==> src/sv/mpeg_audio_header_decoder_core_assert.svh <==
// Assertion macros shared by the MPEG audio header decoder RTL
`ifndef MPEG_AUDIO_HEADER_DECODER_CORE_ASSERT_SVH
`define MPEG_AUDIO_HEADER_DECODER_CORE_ASSERT_SVH

// Same-cycle implication, checked out of reset
`define MAHD_ASSERT_NOW(lbl, clk, rst_n, ante, cons, msg) \
    lbl: assert property (@(posedge clk) disable iff (!rst_n) (ante) |-> (cons)) \
        else $error(msg);

// Next-cycle implication, checked out of reset
`define MAHD_ASSERT_NXT(lbl, clk, rst_n, ante, cons, msg) \
    lbl: assert property (@(posedge clk) disable iff (!rst_n) (ante) |=> (cons)) \
        else $error(msg);

`endif

==> src/sv/mahd_pkg.sv <==
// Types, constants and lookup functions of the MPEG audio header decoder
package mahd_pkg;

    // Error codes, first failing check wins
    localparam logic [2:0] ERR_NONE    = 3'd0;
    localparam logic [2:0] ERR_SYNC    = 3'd1;
    localparam logic [2:0] ERR_MPEG25  = 3'd2;
    localparam logic [2:0] ERR_VERSION = 3'd3;
    localparam logic [2:0] ERR_LAYER   = 3'd4;
    localparam logic [2:0] ERR_BITRATE = 3'd5;
    localparam logic [2:0] ERR_RATE    = 3'd6;

    // Decoded version and layer
    localparam logic       VER_MPEG1 = 1'b0;
    localparam logic       VER_MPEG2 = 1'b1;
    localparam logic [1:0] LAYER_I   = 2'd0;
    localparam logic [1:0] LAYER_II  = 2'd1;
    localparam logic [1:0] LAYER_III = 2'd2;

    // Sample rate family, equal to the header's rate index
    localparam logic [1:0] FAM_441 = 2'd0;
    localparam logic [1:0] FAM_48  = 2'd1;
    localparam logic [1:0] FAM_32  = 2'd2;

    // Reciprocals for the frame length divide, scaled by 2^20
    localparam logic [18:0] RECIP_441 = 19'd2377;
    localparam logic [18:0] RECIP_3   = 19'd349525;
    localparam logic [8:0]  DIV_441   = 9'd441;
    localparam logic [8:0]  DIV_3     = 9'd3;
    localparam logic [8:0]  DIV_1     = 9'd1;
    localparam logic [9:0]  BPS_PER_KBPS = 10'd1000;

    // kbps; columns: M1 L1, M1 L2, M1 L3, M2 L1, M2 L2/L3
    localparam logic [8:0] RATE_KBPS [14][5] = '{
        '{ 32,  32,  32,  32,   8},
        '{ 64,  48,  40,  48,  16},
        '{ 96,  56,  48,  56,  24},
        '{128,  64,  56,  64,  32},
        '{160,  80,  64,  80,  40},
        '{192,  96,  80,  96,  48},
        '{224, 112,  96, 112,  56},
        '{256, 128, 112, 128,  64},
        '{288, 160, 128, 144,  80},
        '{320, 192, 160, 160,  96},
        '{352, 224, 192, 176, 112},
        '{384, 256, 224, 192, 128},
        '{416, 320, 256, 224, 144},
        '{448, 384, 320, 256, 160}
    };

    // Fields that ride along the pipeline untouched
    typedef struct packed {
        logic [2:0]  err;
        logic        ver;
        logic [1:0]  layer;
        logic        crc;
        logic        pad;
        logic [1:0]  chm;
        logic [15:0] fs_hz;
    } t_hdr_info;

    // Decode stage output
    typedef struct packed {
        t_hdr_info   info;
        logic [8:0]  kbps;
        logic [11:0] kmul;
        logic [1:0]  fam;
    } t_dec;

    // One result beat
    typedef struct packed {
        logic        valid_res;
        logic [2:0]  error_code;
        logic        mpeg_version;
        logic [1:0]  layer_number;
        logic        crc_present;
        logic [18:0] bitrate_bps;
        logic [15:0] sample_rate_hz;
        logic        padding_flag;
        logic [1:0]  channel_mode;
        logic [10:0] frame_bytes;
    } t_res;

    // Bitrate table read; zero outside the table
    function automatic logic [8:0] rate_kbps(input logic [3:0] bidx, input logic [2:0] col);
        logic [3:0] row;
        logic [8:0] kbps;
        row  = bidx - 4'd1;
        kbps = '0;
        if ((bidx inside {[4'd1:4'd14]}) && (col inside {[3'd0:3'd4]})) begin
            kbps = RATE_KBPS[row][col];
        end
        return kbps;
    endfunction

    // Sample rate in Hz from version and rate index
    function automatic logic [15:0] sample_rate(input logic ver, input logic [1:0] fam);
        logic [15:0] fs;
        case (fam)
            FAM_441: fs = ver ? 16'd22050 : 16'd44100;
            FAM_48:  fs = ver ? 16'd24000 : 16'd48000;
            FAM_32:  fs = ver ? 16'd16000 : 16'd32000;
            default: fs = '0;
        endcase
        return fs;
    endfunction

    // Slot multiplier with the half-rate and 44.1k scalings folded in
    function automatic logic [11:0] frame_mult(input logic ver, input logic [1:0] layer,
                                               input logic [1:0] fam);
        logic [11:0] k;
        case (layer)
            LAYER_I:  k = 12'd12;
            LAYER_II: k = 12'd144;
            default:  k = (ver == VER_MPEG2) ? 12'd72 : 12'd144;
        endcase
        if (ver == VER_MPEG2) begin
            k = {k[10:0], 1'b0};
        end
        if (fam == FAM_441) begin
            k = 12'(k * 12'd10);
        end
        return k;
    endfunction

endpackage

==> src/sv/mahd_hdr_if.sv <==
// Header word channel
interface mahd_hdr_if;
    logic        valid;
    logic        ready;
    logic [31:0] header_word;

    modport source (output valid, output header_word, input ready);
    modport sink   (input valid, input header_word, output ready);
endinterface

==> src/sv/mahd_res_if.sv <==
// Decoded result channel
interface mahd_res_if;
    logic        valid;
    logic        ready;
    logic        valid_res;
    logic [2:0]  error_code;
    logic        mpeg_version;
    logic [1:0]  layer_number;
    logic        crc_present;
    logic [18:0] bitrate_bps;
    logic [15:0] sample_rate_hz;
    logic        padding_flag;
    logic [1:0]  channel_mode;
    logic [10:0] frame_bytes;

    modport source (output valid, output valid_res, output error_code, output mpeg_version,
                    output layer_number, output crc_present, output bitrate_bps,
                    output sample_rate_hz, output padding_flag, output channel_mode,
                    output frame_bytes, input ready);
    modport sink   (input valid, input valid_res, input error_code, input mpeg_version,
                    input layer_number, input crc_present, input bitrate_bps,
                    input sample_rate_hz, input padding_flag, input channel_mode,
                    input frame_bytes, output ready);
endinterface

==> src/sv/mahd_decode.sv <==
// Header field checks, table lookups and frame multiplier selection (one stage)
module mahd_decode (
    input  logic          i_clk,
    input  logic          i_rst_n,
    input  logic          i_valid,
    output logic          o_ready,
    input  logic [31:0]   i_header_word,
    output logic          o_valid,
    input  logic          i_ready,
    output mahd_pkg::t_dec o_dec
);
    import mahd_pkg::*;

    // Raw header codes
    localparam logic [1:0] VCODE_MPEG25   = 2'b00;
    localparam logic [1:0] VCODE_RESERVED = 2'b01;
    localparam logic [1:0] VCODE_MPEG1    = 2'b11;
    localparam logic [1:0] LCODE_RESERVED = 2'b00;
    localparam logic [1:0] SIDX_RESERVED  = 2'b11;

    logic       r_v;
    t_dec       r_dec;
    t_dec       n_dec;
    logic       sync_ok;
    logic [1:0] v_code;
    logic [1:0] l_code;
    logic [3:0] bidx;
    logic [1:0] sidx;
    logic [2:0] col;

    assign sync_ok = (i_header_word[31:24] == 8'hFF) && (i_header_word[23:21] == 3'b111);
    assign v_code  = i_header_word[20:19];
    assign l_code  = i_header_word[18:17];
    assign bidx    = i_header_word[15:12];
    assign sidx    = i_header_word[11:10];

    // Field decode and first-failure error
    always_comb begin
        n_dec            = '0;
        n_dec.info.ver   = (v_code == VCODE_MPEG1) ? VER_MPEG1 : VER_MPEG2;
        n_dec.info.layer = 2'd3 - l_code;
        n_dec.info.crc   = ~i_header_word[16];
        n_dec.info.pad   = i_header_word[9];
        n_dec.info.chm   = i_header_word[7:6];
        n_dec.fam        = sidx;
        n_dec.info.fs_hz = sample_rate(n_dec.info.ver, sidx);

        // Bitrate column, MPEG-2 layers II and III share one
        if (n_dec.info.ver == VER_MPEG2) begin
            col = (n_dec.info.layer == LAYER_I) ? 3'd3 : 3'd4;
        end else begin
            col = {1'b0, n_dec.info.layer};
        end

        if (!sync_ok) begin
            n_dec.info.err = ERR_SYNC;
        end else if (v_code == VCODE_MPEG25) begin
            n_dec.info.err = ERR_MPEG25;
        end else if (v_code == VCODE_RESERVED) begin
            n_dec.info.err = ERR_VERSION;
        end else if (l_code == LCODE_RESERVED) begin
            n_dec.info.err = ERR_LAYER;
        end else if (!(bidx inside {[4'd1:4'd14]})) begin
            n_dec.info.err = ERR_BITRATE;
        end else if (sidx == SIDX_RESERVED) begin
            n_dec.info.err = ERR_RATE;
        end else begin
            n_dec.info.err = ERR_NONE;
        end

        // Rejected headers carry no rate, keeping the divide path in range
        if (n_dec.info.err == ERR_NONE) begin
            n_dec.kbps = rate_kbps(bidx, col);
            n_dec.kmul = frame_mult(n_dec.info.ver, n_dec.info.layer, sidx);
        end
    end

    assign o_ready = !r_v || i_ready;

    // Stage valid
    always_ff @(posedge i_clk) begin
        if (!i_rst_n) begin
            r_v <= 1'b0;
        end else if (o_ready) begin
            r_v <= i_valid;
        end
    end

    // Stage payload
    always_ff @(posedge i_clk) begin
        if (i_valid && o_ready) begin
            r_dec <= n_dec;
        end
    end

    assign o_valid = r_v;
    assign o_dec   = r_dec;

endmodule

==> src/sv/mahd_frame_len.sv <==
// Frame length pipeline: rate product, reciprocal multiply, remainder fix-up
module mahd_frame_len (
    input  logic           i_clk,
    input  logic           i_rst_n,
    input  logic           i_valid,
    output logic           o_ready,
    input  mahd_pkg::t_dec i_dec,
    output logic           o_valid,
    input  logic           i_ready,
    output mahd_pkg::t_res o_res
);
    import mahd_pkg::*;

    `include "mpeg_audio_header_decoder_core_assert.svh"

    logic        rdy_a;
    logic        rdy_b;
    logic        rdy_c;

    // Stage A: scaled numerator and bitrate
    logic        r_a_v;
    t_hdr_info   r_a_info;
    logic [1:0]  r_a_fam;
    logic [19:0] r_a_y;
    logic [18:0] r_a_br;
    logic [20:0] n_prod;
    logic [19:0] n_y;
    logic [18:0] n_br;

    // Stage B: estimated quotient
    logic        r_b_v;
    t_hdr_info   r_b_info;
    logic [1:0]  r_b_fam;
    logic [19:0] r_b_y;
    logic [18:0] r_b_br;
    logic [10:0] r_b_q0;
    logic [18:0] n_recip;
    logic [38:0] n_qprod;
    logic [10:0] n_q0;

    // Stage C: corrected quotient and result
    logic        r_c_v;
    t_res        r_c_res;
    logic [8:0]  n_div;
    logic [19:0] n_qd;
    logic [19:0] n_rem;
    logic [10:0] n_q;
    logic [10:0] n_qp;
    t_res        n_res;

    assign rdy_c   = !r_c_v || i_ready;
    assign rdy_b   = !r_b_v || rdy_c;
    assign rdy_a   = !r_a_v || rdy_b;
    assign o_ready = rdy_a;

    // Stage A: slot multiplier times kbps, pre-shift for the 48k and 32k families
    always_comb begin
        n_prod = 21'(i_dec.kbps) * 21'(i_dec.kmul);
        n_br   = 19'(i_dec.kbps) * 19'(BPS_PER_KBPS);
        case (i_dec.fam)
            FAM_48:  n_y = {4'd0, n_prod[19:4]};
            FAM_32:  n_y = {4'd0, n_prod[20:5]};
            default: n_y = n_prod[19:0];
        endcase
    end

    // Stage B: quotient estimate, low by at most one
    always_comb begin
        case (r_a_fam)
            FAM_441: n_recip = RECIP_441;
            default: n_recip = RECIP_3;
        endcase
        n_qprod = 39'(r_a_y) * 39'(n_recip);
        if (r_a_fam == FAM_32) begin
            n_q0 = r_a_y[10:0];
        end else begin
            n_q0 = n_qprod[30:20];
        end
    end

    // Stage C: remainder check, padding and layer I slot size
    always_comb begin
        case (r_b_fam)
            FAM_441: n_div = DIV_441;
            FAM_48:  n_div = DIV_3;
            default: n_div = DIV_1;
        endcase
        n_qd  = 20'(r_b_q0) * 20'(n_div);
        n_rem = r_b_y - n_qd;
        n_q   = r_b_q0 + {10'd0, (n_rem >= {11'd0, n_div})};
        n_qp  = n_q + {10'd0, r_b_info.pad};

        n_res = '0;
        n_res.error_code = r_b_info.err;
        if (r_b_info.err == ERR_NONE) begin
            n_res.valid_res      = 1'b1;
            n_res.mpeg_version   = r_b_info.ver;
            n_res.layer_number   = r_b_info.layer;
            n_res.crc_present    = r_b_info.crc;
            n_res.bitrate_bps    = r_b_br;
            n_res.sample_rate_hz = r_b_info.fs_hz;
            n_res.padding_flag   = r_b_info.pad;
            n_res.channel_mode   = r_b_info.chm;
            if (r_b_info.layer == LAYER_I) begin
                n_res.frame_bytes = {n_qp[8:0], 2'b00};
            end else begin
                n_res.frame_bytes = n_qp;
            end
        end
    end

    // Stage valids
    always_ff @(posedge i_clk) begin
        if (!i_rst_n) begin
            r_a_v <= 1'b0;
            r_b_v <= 1'b0;
            r_c_v <= 1'b0;
        end else begin
            if (rdy_a) begin
                r_a_v <= i_valid;
            end
            if (rdy_b) begin
                r_b_v <= r_a_v;
            end
            if (rdy_c) begin
                r_c_v <= r_b_v;
            end
        end
    end

    // Stage payloads
    always_ff @(posedge i_clk) begin
        if (i_valid && rdy_a) begin
            r_a_info <= i_dec.info;
            r_a_fam  <= i_dec.fam;
            r_a_y    <= n_y;
            r_a_br   <= n_br;
        end
        if (r_a_v && rdy_b) begin
            r_b_info <= r_a_info;
            r_b_fam  <= r_a_fam;
            r_b_y    <= r_a_y;
            r_b_br   <= r_a_br;
            r_b_q0   <= n_q0;
        end
        if (r_b_v && rdy_c) begin
            r_c_res <= n_res;
        end
    end

    assign o_valid = r_c_v;
    assign o_res   = r_c_res;

    // Estimate is low by at most one divisor step
    `MAHD_ASSERT_NOW(a_rem_range, i_clk, i_rst_n, r_b_v, n_rem < {10'd0, n_div, 1'b0}, "frame length remainder out of range")
    // Exact shift path for the 32k family needs no fix-up
    `MAHD_ASSERT_NOW(a_shift_exact, i_clk, i_rst_n, r_b_v && (r_b_fam == FAM_32), n_rem == 20'd0, "32k family quotient not exact")
    // A beat leaving stage B lands in stage C
    `MAHD_ASSERT_NXT(a_b_to_c, i_clk, i_rst_n, r_b_v && rdy_c, r_c_v, "beat lost between stages B and C")

endmodule

==> src/sv/mpeg_audio_header_decoder_core.sv <==
// MPEG audio frame header decoder: one 32-bit header word per cycle, fully pipelined;
// a result passes the decode, rate product, reciprocal multiply, remainder fix-up and
// output register stages in turn after its header is taken, a depth set by the frame
// length divide done as a multiply by a constant reciprocal. Back-pressure on the
// result side stalls each stage only when the stage after it is full.
module mpeg_audio_header_decoder_core (
    input  logic        i_clk,
    input  logic        i_rst_n,
    mahd_hdr_if.sink    i_hdr,
    mahd_res_if.source  o_res
);
    import mahd_pkg::*;

    `include "mpeg_audio_header_decoder_core_assert.svh"

    logic dec_valid;
    logic dec_ready;
    t_dec dec_beat;
    logic len_valid;
    logic len_ready;
    t_res len_beat;
    logic r_ov;
    t_res r_res;

    // Header checks and lookups
    mahd_decode u_decode (
        .i_clk         (i_clk),
        .i_rst_n       (i_rst_n),
        .i_valid       (i_hdr.valid),
        .o_ready       (i_hdr.ready),
        .i_header_word (i_hdr.header_word),
        .o_valid       (dec_valid),
        .i_ready       (dec_ready),
        .o_dec         (dec_beat)
    );

    // Frame length and result assembly
    mahd_frame_len u_frame_len (
        .i_clk   (i_clk),
        .i_rst_n (i_rst_n),
        .i_valid (dec_valid),
        .o_ready (dec_ready),
        .i_dec   (dec_beat),
        .o_valid (len_valid),
        .i_ready (len_ready),
        .o_res   (len_beat)
    );

    // Output register
    assign len_ready = !r_ov || o_res.ready;

    always_ff @(posedge i_clk) begin
        if (!i_rst_n) begin
            r_ov <= 1'b0;
        end else if (len_ready) begin
            r_ov <= len_valid;
        end
    end

    always_ff @(posedge i_clk) begin
        if (len_valid && len_ready) begin
            r_res <= len_beat;
        end
    end

    assign o_res.valid          = r_ov;
    assign o_res.valid_res      = r_res.valid_res;
    assign o_res.error_code     = r_res.error_code;
    assign o_res.mpeg_version   = r_res.mpeg_version;
    assign o_res.layer_number   = r_res.layer_number;
    assign o_res.crc_present    = r_res.crc_present;
    assign o_res.bitrate_bps    = r_res.bitrate_bps;
    assign o_res.sample_rate_hz = r_res.sample_rate_hz;
    assign o_res.padding_flag   = r_res.padding_flag;
    assign o_res.channel_mode   = r_res.channel_mode;
    assign o_res.frame_bytes    = r_res.frame_bytes;

    // Valid flag agrees with the error code
    `MAHD_ASSERT_NOW(a_ok_flag, i_clk, i_rst_n, r_ov, r_res.valid_res == (r_res.error_code == ERR_NONE), "valid_res disagrees with error_code")
    // Accepted headers carry a usable rate and length
    `MAHD_ASSERT_NOW(a_ok_fields, i_clk, i_rst_n, r_ov && r_res.valid_res, (r_res.sample_rate_hz != 16'd0) && (r_res.bitrate_bps != 19'd0) && (r_res.frame_bytes != 11'd0) && (r_res.layer_number != 2'd3), "accepted header with empty fields")
    // Rejected headers carry nothing but the error code
    `MAHD_ASSERT_NOW(a_err_zero, i_clk, i_rst_n, r_ov && !r_res.valid_res, (r_res.bitrate_bps == 19'd0) && (r_res.sample_rate_hz == 16'd0) && (r_res.frame_bytes == 11'd0) && (r_res.channel_mode == 2'd0), "rejected header with non-zero fields")

endmodule
==> src/flat_wrapper.sv <==
// flat-port wrapper written by rule: the top's interface ports become plain ports
module mpeg_audio_header_decoder_core_flat import mahd_pkg::*;
  (i_clk, i_rst_n, i_hdr_valid, i_hdr_header_word, i_hdr_ready, o_res_valid, o_res_valid_res, o_res_error_code, o_res_mpeg_version, o_res_layer_number, o_res_crc_present, o_res_bitrate_bps, o_res_sample_rate_hz, o_res_padding_flag, o_res_channel_mode, o_res_frame_bytes, o_res_ready);
  mahd_hdr_if i_hdr_i ();
  mahd_res_if o_res_i ();
  input  logic i_clk;
  input  logic i_rst_n;
  input wire logic [$bits(i_hdr_i.valid)-1:0] i_hdr_valid;
  input wire logic [$bits(i_hdr_i.header_word)-1:0] i_hdr_header_word;
  output wire logic [$bits(i_hdr_i.ready)-1:0] i_hdr_ready;
  output wire logic [$bits(o_res_i.valid)-1:0] o_res_valid;
  output wire logic [$bits(o_res_i.valid_res)-1:0] o_res_valid_res;
  output wire logic [$bits(o_res_i.error_code)-1:0] o_res_error_code;
  output wire logic [$bits(o_res_i.mpeg_version)-1:0] o_res_mpeg_version;
  output wire logic [$bits(o_res_i.layer_number)-1:0] o_res_layer_number;
  output wire logic [$bits(o_res_i.crc_present)-1:0] o_res_crc_present;
  output wire logic [$bits(o_res_i.bitrate_bps)-1:0] o_res_bitrate_bps;
  output wire logic [$bits(o_res_i.sample_rate_hz)-1:0] o_res_sample_rate_hz;
  output wire logic [$bits(o_res_i.padding_flag)-1:0] o_res_padding_flag;
  output wire logic [$bits(o_res_i.channel_mode)-1:0] o_res_channel_mode;
  output wire logic [$bits(o_res_i.frame_bytes)-1:0] o_res_frame_bytes;
  input wire logic [$bits(o_res_i.ready)-1:0] o_res_ready;
  assign i_hdr_i.valid = i_hdr_valid;
  assign i_hdr_i.header_word = i_hdr_header_word;
  assign i_hdr_ready = i_hdr_i.ready;
  assign o_res_valid = o_res_i.valid;
  assign o_res_valid_res = o_res_i.valid_res;
  assign o_res_error_code = o_res_i.error_code;
  assign o_res_mpeg_version = o_res_i.mpeg_version;
  assign o_res_layer_number = o_res_i.layer_number;
  assign o_res_crc_present = o_res_i.crc_present;
  assign o_res_bitrate_bps = o_res_i.bitrate_bps;
  assign o_res_sample_rate_hz = o_res_i.sample_rate_hz;
  assign o_res_padding_flag = o_res_i.padding_flag;
  assign o_res_channel_mode = o_res_i.channel_mode;
  assign o_res_frame_bytes = o_res_i.frame_bytes;
  assign o_res_i.ready = o_res_ready;
  mpeg_audio_header_decoder_core u_core (.i_clk(i_clk), .i_rst_n(i_rst_n), .i_hdr(i_hdr_i), .o_res(o_res_i));
endmodule
==> config.mk <==
export PLATFORM = sky130hd
export DESIGN_NAME = mpeg_audio_header_decoder_core_flat
export DESIGN_NICKNAME = d
export VERILOG_FILES = /design/src/sv/mahd_pkg.sv /design/src/sv/mahd_hdr_if.sv /design/src/sv/mahd_res_if.sv /design/src/sv/mahd_decode.sv /design/src/sv/mahd_frame_len.sv /design/src/sv/mpeg_audio_header_decoder_core.sv /design/src/flat_wrapper.sv
export VERILOG_INCLUDE_DIRS = /design/src /design/src/sv
export SDC_FILE = /design/constraint.sdc
export NUM_CORES = 1
export LEC_CHECK = 0
export BUFFER_PORTS_ARGS = -buffer_cell sky130_fd_sc_hd__buf_2
export CORE_UTILIZATION = 50
export CTS_CLUSTER_DIAMETER = 200
export DETAILED_ROUTE_END_ITERATION = 12
export PLACE_DENSITY = 0.67
export SYNTH_ARGS = -nofsm -noshare
export SYNTH_HDL_FRONTEND = slang
export SYNTH_HIERARCHICAL = 1
export SYNTH_SLANG_ARGS = --single-unit
export TNS_END_PERCENT = 20
==> constraint.sdc <==
create_clock -name i_clk -period 8.5 [get_ports i_clk]
set_clock_uncertainty 0.15 [all_clocks]
set_input_delay 0.425 -clock i_clk [delete_from_list [all_inputs] [get_ports i_clk]]
set_output_delay 0.425 -clock i_clk [all_outputs]
set_load 0.02 [all_outputs]
After elaboration in Yosys (flattened, before gate mapping)
Memories as Yosys holds them, arrays and structs flattened.
Index checks and enable logic that the tools add are counted.
- register bits after elaboration: 301
- memory bits (read-only): 720
- input port bits: 36
- output and inout port bits: 59
- word-level logic and storage cells: 153
- memories kept: 1
- memory list (memory ; words ; width ; read ports ; clocked after Yosys merged registers in ; wr ports ; RTL line ; RTL):
    (no name shown) ; 16 ; 45 ; 1 ; 0 ; 0 ; mahd_pkg.sv:91 ; kbps = RATE_KBPS[row][col];
- $add $sub $neg: 5
- $mul: 5
- $lt $le $gt $ge: 7
- eq/ne operators: 12
- multiplexer cells: 29
- bitwise operators: 5
- reduce and logical (&&, ||, !) cells: 31
- operators with widths (operator ; count):
    $mux W45 ; 2
    $pmux W16 S3 ; 1
    $pmux W20 S2 ; 1
    $mux W12 ; 3
    $mux W16 ; 2
    $mul A20 B19 Y31 ; 1
    $bmux W9 S3 ; 1
    $mux W3 ; 8
    $add A11 B1 Y11 ; 2
    $mux W11 ; 2
    $mul A9 B12 Y21 ; 1
    $ge A20 B9 Y1 ; 1
    $mul A11 B9 Y20 ; 1
    $sub A20 B20 Y20 ; 1
    $mux W19 ; 1
    $mux W9 ; 2
    $pmux W9 S2 ; 1
    $mul A9 B7 Y16 const B ; 1
    $pmux W8 S2 ; 1
    $mux W15 ; 1
    $logic_not A2 Y1 ; 7
    $mul A12 B3 Y11 const B ; 1
    $eq A2 B1 Y1 const B ; 5
    $eq A2 B2 Y1 const B ; 5
    other kinds (21) ; 42

Longest topological paths before layout
Gate-level depths: netlist (run 1).
- depth after elaboration: 11
- depth in mapped cells: 36
- gate-level depth less buffers: 35

Cells and area by module
Netlist (run 1), hierarchy kept.
- by module, submodules not included (module ; instances ; cells each ; area each (um^2) ; sequential area each (um^2)):
    mahd_frame_len ; 1 ; 2141 ; 22081.2 ; 5855.6
    mahd_decode ; 1 ; 285 ; 2730.1 ; 1221.2
    mpeg_audio_header_decoder_core ; 1 ; 62 ; 1769.2 ; 1731.7

Worst setup path after synthesis (run 1)
OpenSTA, ideal clock, no wires.
- kind: reg-to-reg
- from: reg u_core.u_frame_len.r_b_fam[1]
- to: reg u_core.u_frame_len.r_c_res, in the netlist u_core/u_frame_len/o_res[10] (data pin)
- library setup time: 0.265 ns
- arrival: 7.228 ns
- required time: 8.085 ns
- path slack: 0.858 ns
- stages on the path, launching flop included: 35
- path buffers: 2
- clock period less this slack: 7.642 ns
- cell sequence: edfxtp_1 -> nor2_1 -> clkbuf_1 -> nand2_1 -> inv_1 -> ha_1 -> ha_1 -> a21oi_1 -> fa_1 -> inv_1 -> fa_1 -> fa_1 -> inv_1 -> fa_1 -> inv_1 -> ha_1 -> clkbuf_1 -> a21oi_1 -> o21a_1 -> o31a_1 -> a21oi_1 -> o211ai_1 -> or3_1 -> o211ai_2 -> nand4_1 -> fa_1 -> ha_1 -> and3_1 -> and3_1 -> nand3_1 -> nor2_1 -> a211oi_1 -> a21oi_1 -> a21oi_1 -> nor2_1
- word-level cells in the longest chain between the ends: 8
- elaborated cells between the ends (all ways): 9
- classes of those cells: add/sub (3); mul (1); order compare (1); eq/ne (1); mux (2); reduce/logical (1)
- RTL lines (item ; RTL line ; RTL):
    from (decl) ; mahd_frame_len.sv:33 ; logic [1:0] r_b_fam;
    from (signal assigned) ; mahd_frame_len.sv:141 ; r_b_fam <= r_a_fam;
    $eq A2 B1 Y1 / $logic_not A2 Y1 (equally long branches) ; mahd_frame_len.sv:83 ; case (r_b_fam)
    $pmux W9 S2 (*) ; mahd_frame_len.sv:83 ;
    $mul A11 B9 Y20 ; mahd_frame_len.sv:88 ; n_qd = 20'(r_b_q0) * 20'(n_div);
    $sub A20 B20 Y20 ; mahd_frame_len.sv:89 ; n_rem = r_b_y - n_qd;
    $ge A20 B9 Y1 (*) ; mahd_frame_len.sv:90 ; n_q = r_b_q0 + {10'd0, (n_rem >= {11'd0, n_div})};
    $add A11 B1 Y11 (*) ; mahd_frame_len.sv:90 ;
    $add A11 B1 Y11 (*) ; mahd_frame_len.sv:91 ; n_qp = n_q + {10'd0, r_b_info.pad};
    $mux W11 (*) ; mahd_frame_len.sv:104 ; if (r_b_info.layer == LAYER_I) begin
    to (signal assigned) ; mahd_frame_len.sv:147 ; r_c_res <= n_res;
    to (decl) ; mahd_frame_len.sv:43 ; t_res r_c_res;
Every way passes the cells marked *; elsewhere a longest branch is shown, timed or not.
A chain may end at the register's enable or synchronous reset.

Final worst setup path (run 1)
Ends and elaborated chain as after synthesis.

==> summary.md, run 1 <==
| Metric | Value |
|---|---|
| IO Pins | `95` |
| Synth area leader | `edfxtp_1` |
| Final ANT Viol Nets | `0` |
| Core Box Area | `52,600 um^2` |
| Final WL | `52.7 mm` |
| CTS root buffer | `clkbuf_16` |
| FF-to-FF path depth | `33` |
| H-tree depth | `1` |
| Fin. max-slew vios | `0` |
| GPL Wtd Cong | `0.852` |
| Worst-path maximum fanout | `11` |
| Initial antenna violation count | `0` |
| Crit. End Element | `flop` |
| CTS clock-pin slew for the worst setup and hold paths | `0.06 ns` |
| Final Cell Area | `28,800 um^2` |
| Row cnt | `84` |
| Reg-to-Reg End | `u_core/u_frame_len/o_res[10]$_SDFFCE_PN0P_` |
| DP Wirelength | `41.9 mm` |
| Clock Latency Late Sink | `0.58 ns` |
| GRT Total Usage | `20.0%` |
| Total global routing overflow | `0` |
| Mapped cell area | `26,600 um^2` |
| Core Util, Final | `54.7%` |
| Commonest cells after routing, fill and taps aside | `inv_1 (541), ha_1 (324), edfxtp_1 (290)` |
| Max Freq | `0.126 GHz` |
| Largest net degree at the start of global routing | `76` |
| Antenna fix cells | `0` |
| Drt first pass iters | `6` |
| Fill cells | `4,530` |
| Clock tree buffer depth | `3` |
| Hold EP | `u_core/u_decode/o_dec[1]$_DFFE_PP_` |
| Tmin final | `7.91 ns` |
| Worst slew pin tran | `0.990 ns` |
| Fin. Hold Viols | `0` |
| Post-synth EDFFs | `290` |
| Initial Util | `50.6%` |
| Post-synthesis cell type count | `83` |
| Residual DRC | `0` |
| Share of the clock period used by the worst path | `93.1%` |
| Clk sinks | `295` |
| Critical path required time | `8.64 ns` |
| Initial drt markers | `989` |
| Data arrival time of the critical path | `8.06 ns` |
| Slew HR | `33.8%` |
| Die span in x | `233 um` |
| CTS tree | `done` |
| Final Net Count | `3,214` |
| Placed cell areas | `27,700 um^2` |
| Max Cap Viol | `0` |
| Share of the synthesized area in the top cell type | `32.8%` |
| Synthesized instance count | `2,488` |
| Wirelength per Cell | `16.1 um` |
| Final setup viols | `0` |
| Ys flop type | `edfxtp_1` |
| Worst path max stage delay | `0.50 ns` |
| Worst Hold Depth | `1` |
| Min-delay src | `i_hdr_header_word[11]` |
| Hold Crit Class | `primary input to flop` |
| Startpoint of the worst register-to-register path | `u_core/u_frame_len/r_b_fam[1]$_DFFE_PP_` |
| Fin cells | `3,274` |
| Status | `finished clean` |
| Post-synthesis async set-or-reset flop share | `0%` |
| Syn_area_per_cell | `10.7 um^2` |
| Seq/Total Area, Yosys | `33.1%` |
| Hold_ws | `0.0257 ns` |
| Crit path launch type | `flop` |
| Input/output buffers | `87` |
| DR vias | `17,184` |
| Synth-to-Final Area Change | `8.24%` |
| Commonest non-fill, non-tap cell in the layout | `inv_1` |
| CTS buffer count | `29` |
| Synth top area cells | `edfxtp_1 (33%), fa_1 (22%), ha_1 (15%)` |
| Setup CP Type | `flop to flop` |
| First-pass GRT wire length | `87.2 mm` |
| Total die area | `54,100 um^2` |
| R2R Setup Slk | `0.59 ns` |
| Dpl cells | `3,212` |
| Synth Register Bits | `295` |
| Mean number of vias per cell | `5.25` |
| DIE HEIGHT | `233 um` |
| Slowest cell on crit path | `fa_1` |
| RSZ-0062 raised after global routing | `false` |
| Layout cells sized above 1 | `7.23%` |
| YS warnings | `6` |
| Vias in the first global route | `17,522` |
==> critical path: cells and delay by family, from the launching register on <==
kind,cells,cell delay [ns]
adder cells (fa/ha/maj),10,3.64
flip-flops,1,0.44
AO/OA/AOI/OAI,6,1.16
XOR/XNOR,1,0.10
buffers and inverters,5,0.52
AND/OR/NAND/NOR,11,1.65
==> through the flow <==
step / setup WS, ns / TNS (ns)
6_report: 0.589 / 0
5_1_grt: 0.0710 / 0
4_1_cts: 0.0207 / 0
3_5_place_dp: -0.0140 / -0.0140
3_3_place_gp: 0.0672 / 0
2_1_floorplan: 0.858 / 0
==> repair_timing <==
item,CTS,global route
hold buffers,9,0
endpoints found under the hold margin,10,0
resized for setup,1,10
setup buffers,0,0
pin swaps,0,4
endpoints found under the setup margin,1,5
==> routing by layer <==
layer	up-vias	global-route usage, %	share of wire (%)
li1	8250	-	-
met1	8483	27.2	44
met2	379	34.7	50
met3	72	1.57	4.0
met4	0	4.96	2.2
met5	-	0	0
==> how the worst max path moves through the flow <==
stage	from	endpoint	slack, ns	depth (start not counted)
floorplan	u_core/u_frame_len/r_b_fam[1]$_DFFE_PP_	u_core/u_frame_len/o_res[10]$_SDFFCE_PN0P_	0.86	34
global placement	u_core/u_frame_len/r_b_fam[1]$_DFFE_PP_	u_core/u_frame_len/o_res[10]$_SDFFCE_PN0P_	0.07	33
detailed placement	u_core/u_frame_len/r_b_fam[1]$_DFFE_PP_	u_core/u_frame_len/o_res[10]$_SDFFCE_PN0P_	-0.01	33
CTS	u_core/u_frame_len/r_b_fam[1]$_DFFE_PP_	u_core/u_frame_len/o_res[10]$_SDFFCE_PN0P_	0.02	33
global route	u_core/u_frame_len/r_b_fam[1]$_DFFE_PP_	u_core/u_frame_len/o_res[10]$_SDFFCE_PN0P_	0.07	33
finish	u_core/u_frame_len/r_b_fam[1]$_DFFE_PP_	u_core/u_frame_len/o_res[10]$_SDFFCE_PN0P_	0.59	33
==> synthesized netlist by cell type (22+ instances only) <==
cell type,number
inv_1,541
ha_1,326
edfxtp_1,290
fa_1,288
nand2_1,187
a21oi_1,100
and2_1,96
nor2_1,89
clkbuf_1,77
o21ai_0,72
xnor2_1,52
nand3_1,30
a211oi_1,25
nor2b_1,23
nor3_1,22
==> cells by family (layout without fill, tap and decap cells) <==
family	count (synthesis)	after routing	synth area share, %
AOI/OAI and AO/OA	333	333	8.12
adders and majority gates	614	614	37.0
xor gates and xnor gates	71	71	2.34
and+or+nand+nor	522	522	9.68
buffers and inverters	643	711	9.34
other	3	33	0.0424
muxes	7	7	0.297
DFF	295	295	33.1
==> sequential cells by signal, indices dropped and copies added (netlist names), 2 cells and up <==
name,flops
u_core/u_frame_len/r_b_fam,2
u_core/o_res.error_code,3
u_core/o_res.channel_mode,2
u_core/u_frame_len/r_b_br,16
u_core/u_frame_len/r_a_info,26
u_core/u_frame_len/n_res,3
u_core/u_frame_len/r_a_y,20
u_core/o_res.bitrate_bps,19
u_core/u_frame_len/r_a_fam,2
u_core/u_frame_len/r_b_q0,11
u_core/u_frame_len/r_b_y,20
u_core/u_decode/o_dec,40
u_core/u_frame_len/r_b_info,23
u_core/u_frame_len/o_res,54
u_core/u_frame_len/r_a_br,16
u_core/o_res.frame_bytes,11
u_core/o_res.layer_number,2
u_core/o_res.sample_rate_hz,16
==> area by class of cell <==
cell class	count	area, um^2	share of cell area [%]
inverter	543	2040	7.08
multi-input combinational	1580	15500	53.8
timing repair buffer	115	668	2.32
sequential	295	8810	30.6
tap	688	861	2.99
clock inverter	21	175	0.609
clock buffer	32	737	2.56
Power of run 1 is left out: the tool's default activity adds up to more than one toggle a clock period on the data nets, which glitch-free logic cannot reach.
==> run 2: changes to the inputs <==
MAX_ROUTING_LAYER = met4   (was unset)
RECOVER_POWER = 100   (was unset)
==> summary.md, run 2 (synthesized netlist as in run 1, its figures left out) <==
| Metric | Value |
|---|---|
| CTS root buffer | `clkbuf_16` |
| Wirelength per Cell | `16.0 um` |
| Slew HR | `-160%` |
| IO Pins | `95` |
| Layout cells sized above 1 | `4.10%` |
| DIE HEIGHT | `233 um` |
| FF-to-FF path depth | `33` |
| Initial drt markers | `1,063` |
| First-pass GRT wire length | `86.7 mm` |
| Setup CP Type | `flop to flop` |
| Worst path max stage delay | `0.49 ns` |
| CP most frequent cell | `ha_1` |
| Residual DRC | `0` |
| Row cnt | `84` |
| CTS tree | `done` |
| CTS clock-pin slew for the worst setup and hold paths | `0.06 ns` |
| Input/output buffers | `87` |
| Tmin final | `8.04 ns` |
| Data arrival time of the critical path | `8.18 ns` |
| Initial Util | `50.6%` |
| Critical path required time | `8.64 ns` |
| Final Cell Area | `28,600 um^2` |
| Final WL | `52.3 mm` |
| RSZ-0062 raised after global routing | `false` |
| Worst-path maximum fanout | `11` |
| Status | `finished, violations left` |
| Commonest non-fill, non-tap cell in the layout | `inv_1` |
| Fin cells | `3,276` |
| H-tree depth | `1` |
| Final ANT Viol Nets | `0` |
| Worst Hold Depth | `3` |
| DR vias | `17,081` |
| Initial antenna violation count | `0` |
| Largest net degree at the start of global routing | `76` |
| Largest register FFs | `54` |
| Max Freq | `0.124 GHz` |
| Clock tree buffer depth | `3` |
| Setup TNS | `0 ns` |
| Placed cell areas | `27,700 um^2` |
| Most Used Layer, Global Route | `met2` |
| Dpl cells | `3,211` |
| Slowest cell on crit path | `fa_1` |
| Failing checks | `capacitance limit, slew limit` |
| CP Launch Point | `u_core/u_frame_len/r_b_fam[1]$_DFFE_PP_` |
| GRT Total Usage | `20.5%` |
| Crit. End Element | `flop` |
| Fill cells | `4,613` |
| Drt first pass iters | `5` |
| Max Cap Viol | `6` |
| Total global routing overflow | `0` |
| Final setup viols | `0` |
| DP Wirelength | `41.7 mm` |
| Clock Latency Late Sink | `0.57 ns` |
| Worst slew pin tran | `3.91 ns` |
| Antenna fix cells | `0` |
| GR met3 Demand/Resource | `1.81%` |
| Final Net Count | `3,214` |
| Fin. max-slew vios | `296` |
| Total die area | `54,100 um^2` |
| Vias in the first global route | `17,686` |
| Die span in x | `233 um` |
| Min-delay src | `i_hdr_header_word[19]` |
| Share of the clock period used by the worst path | `94.6%` |
| Hold EP | `u_core/u_decode/o_dec[46]$_DFFE_PP_` |
| Crit path launch type | `flop` |
| Reg-to-Reg End | `u_core/u_frame_len/o_res[10]$_SDFFCE_PN0P_` |
| Core Box Area | `52,600 um^2` |
| Clk sinks | `295` |
| Synth-to-Final Area Change | `7.70%` |
| CTS buffer count | `30` |
| R2R Setup Slk | `0.46 ns` |
| Routing usage on met2 | `34.8%` |
| GR met1 Demand/Resource | `26.7%` |
| Mean number of vias per cell | `5.21` |
| Hold Crit Class | `primary input to flop` |
| GPL Wtd Cong | `0.879` |
| Commonest cells after routing, fill and taps aside | `inv_1 (541), ha_1 (325), edfxtp_1 (290)` |
| Startpoint of the worst register-to-register path | `u_core/u_frame_len/r_b_fam[1]$_DFFE_PP_` |
| Fin. Hold Viols | `0` |
run 2: cell types whose count changed in the layout (fill, tap and decap cells not counted), sizes merged:
| cell | delta |
|---|---|
| bufinv | -2 |
| clkbuf | +77 |
| buf | -72 |
| clkinv | -1 |
| clkinvlp | +1 |
| inv | -1 |
run 2: critical path, delay by kind of cell (launching register included):
family,cells,cell delay [ns]
fa+ha+maj,10,3.68
simple gates,11,1.64
compound gates,6,1.21
buf+inv,5,0.48
flops,1,0.43
xor+xnor,1,0.16
run 2: stage by stage:
| step | util, % | setup WS, ns | hold slack (ns) |
|---|---|---|---|
| global route | 54.5 | 0.0165 | 0.0755 |
| detailed placement | 52.7 | 0.00764 | 0.255 |
| floorplan | - | 0.858 | 0.250 |
| global placement | 52.7 | 0.000921 | 0.251 |
| CTS | 54.6 | 0.0582 | 0.0336 |
| finish | 54.5 | 0.459 | 0.0706 |
run 2: area by class of cell:
cell class / count / area [um^2] / area share, %
clock inverters: 18 / 126 / 0.441
well taps: 688 / 861 / 3.01
flip-flops and latches: 295 / 8810 / 30.8
multi-input cells: 1580 / 15500 / 54.0
inverters: 543 / 2040 / 7.12
clock buffers: 38 / 781 / 2.73
repair buffers: 114 / 557 / 1.95
run 2: worst max-delay path by stage:
stage	slack, ns	endpoint
global route	0.02	u_core/u_frame_len/o_res[10]$_SDFFCE_PN0P_
global placement	0.0009	u_core/u_frame_len/o_res[10]$_SDFFCE_PN0P_
finish	0.46	u_core/u_frame_len/o_res[10]$_SDFFCE_PN0P_
floorplan	0.86	u_core/u_frame_len/o_res[10]$_SDFFCE_PN0P_
CTS	0.06	u_core/u_frame_len/o_res[10]$_SDFFCE_PN0P_
detailed placement	0.008	u_core/u_frame_len/o_res[10]$_SDFFCE_PN0P_
run 2: metal layers:
metal,share of wire (%),up-vias
met5,0,-
met4,1.8,0
met3,3.7,74
li1,-,8237
met2,50,344
met1,44,8426
run 2: timing repair:
item	in CTS	in global routing
hold buffers	9	0
buffers inserted	0	0
pin swaps	0	3
resized for setup	1	10
setup endpoints to repair	1	4
hold endpoints to repair	11	0
Power of run 2 is left out for the same reason.
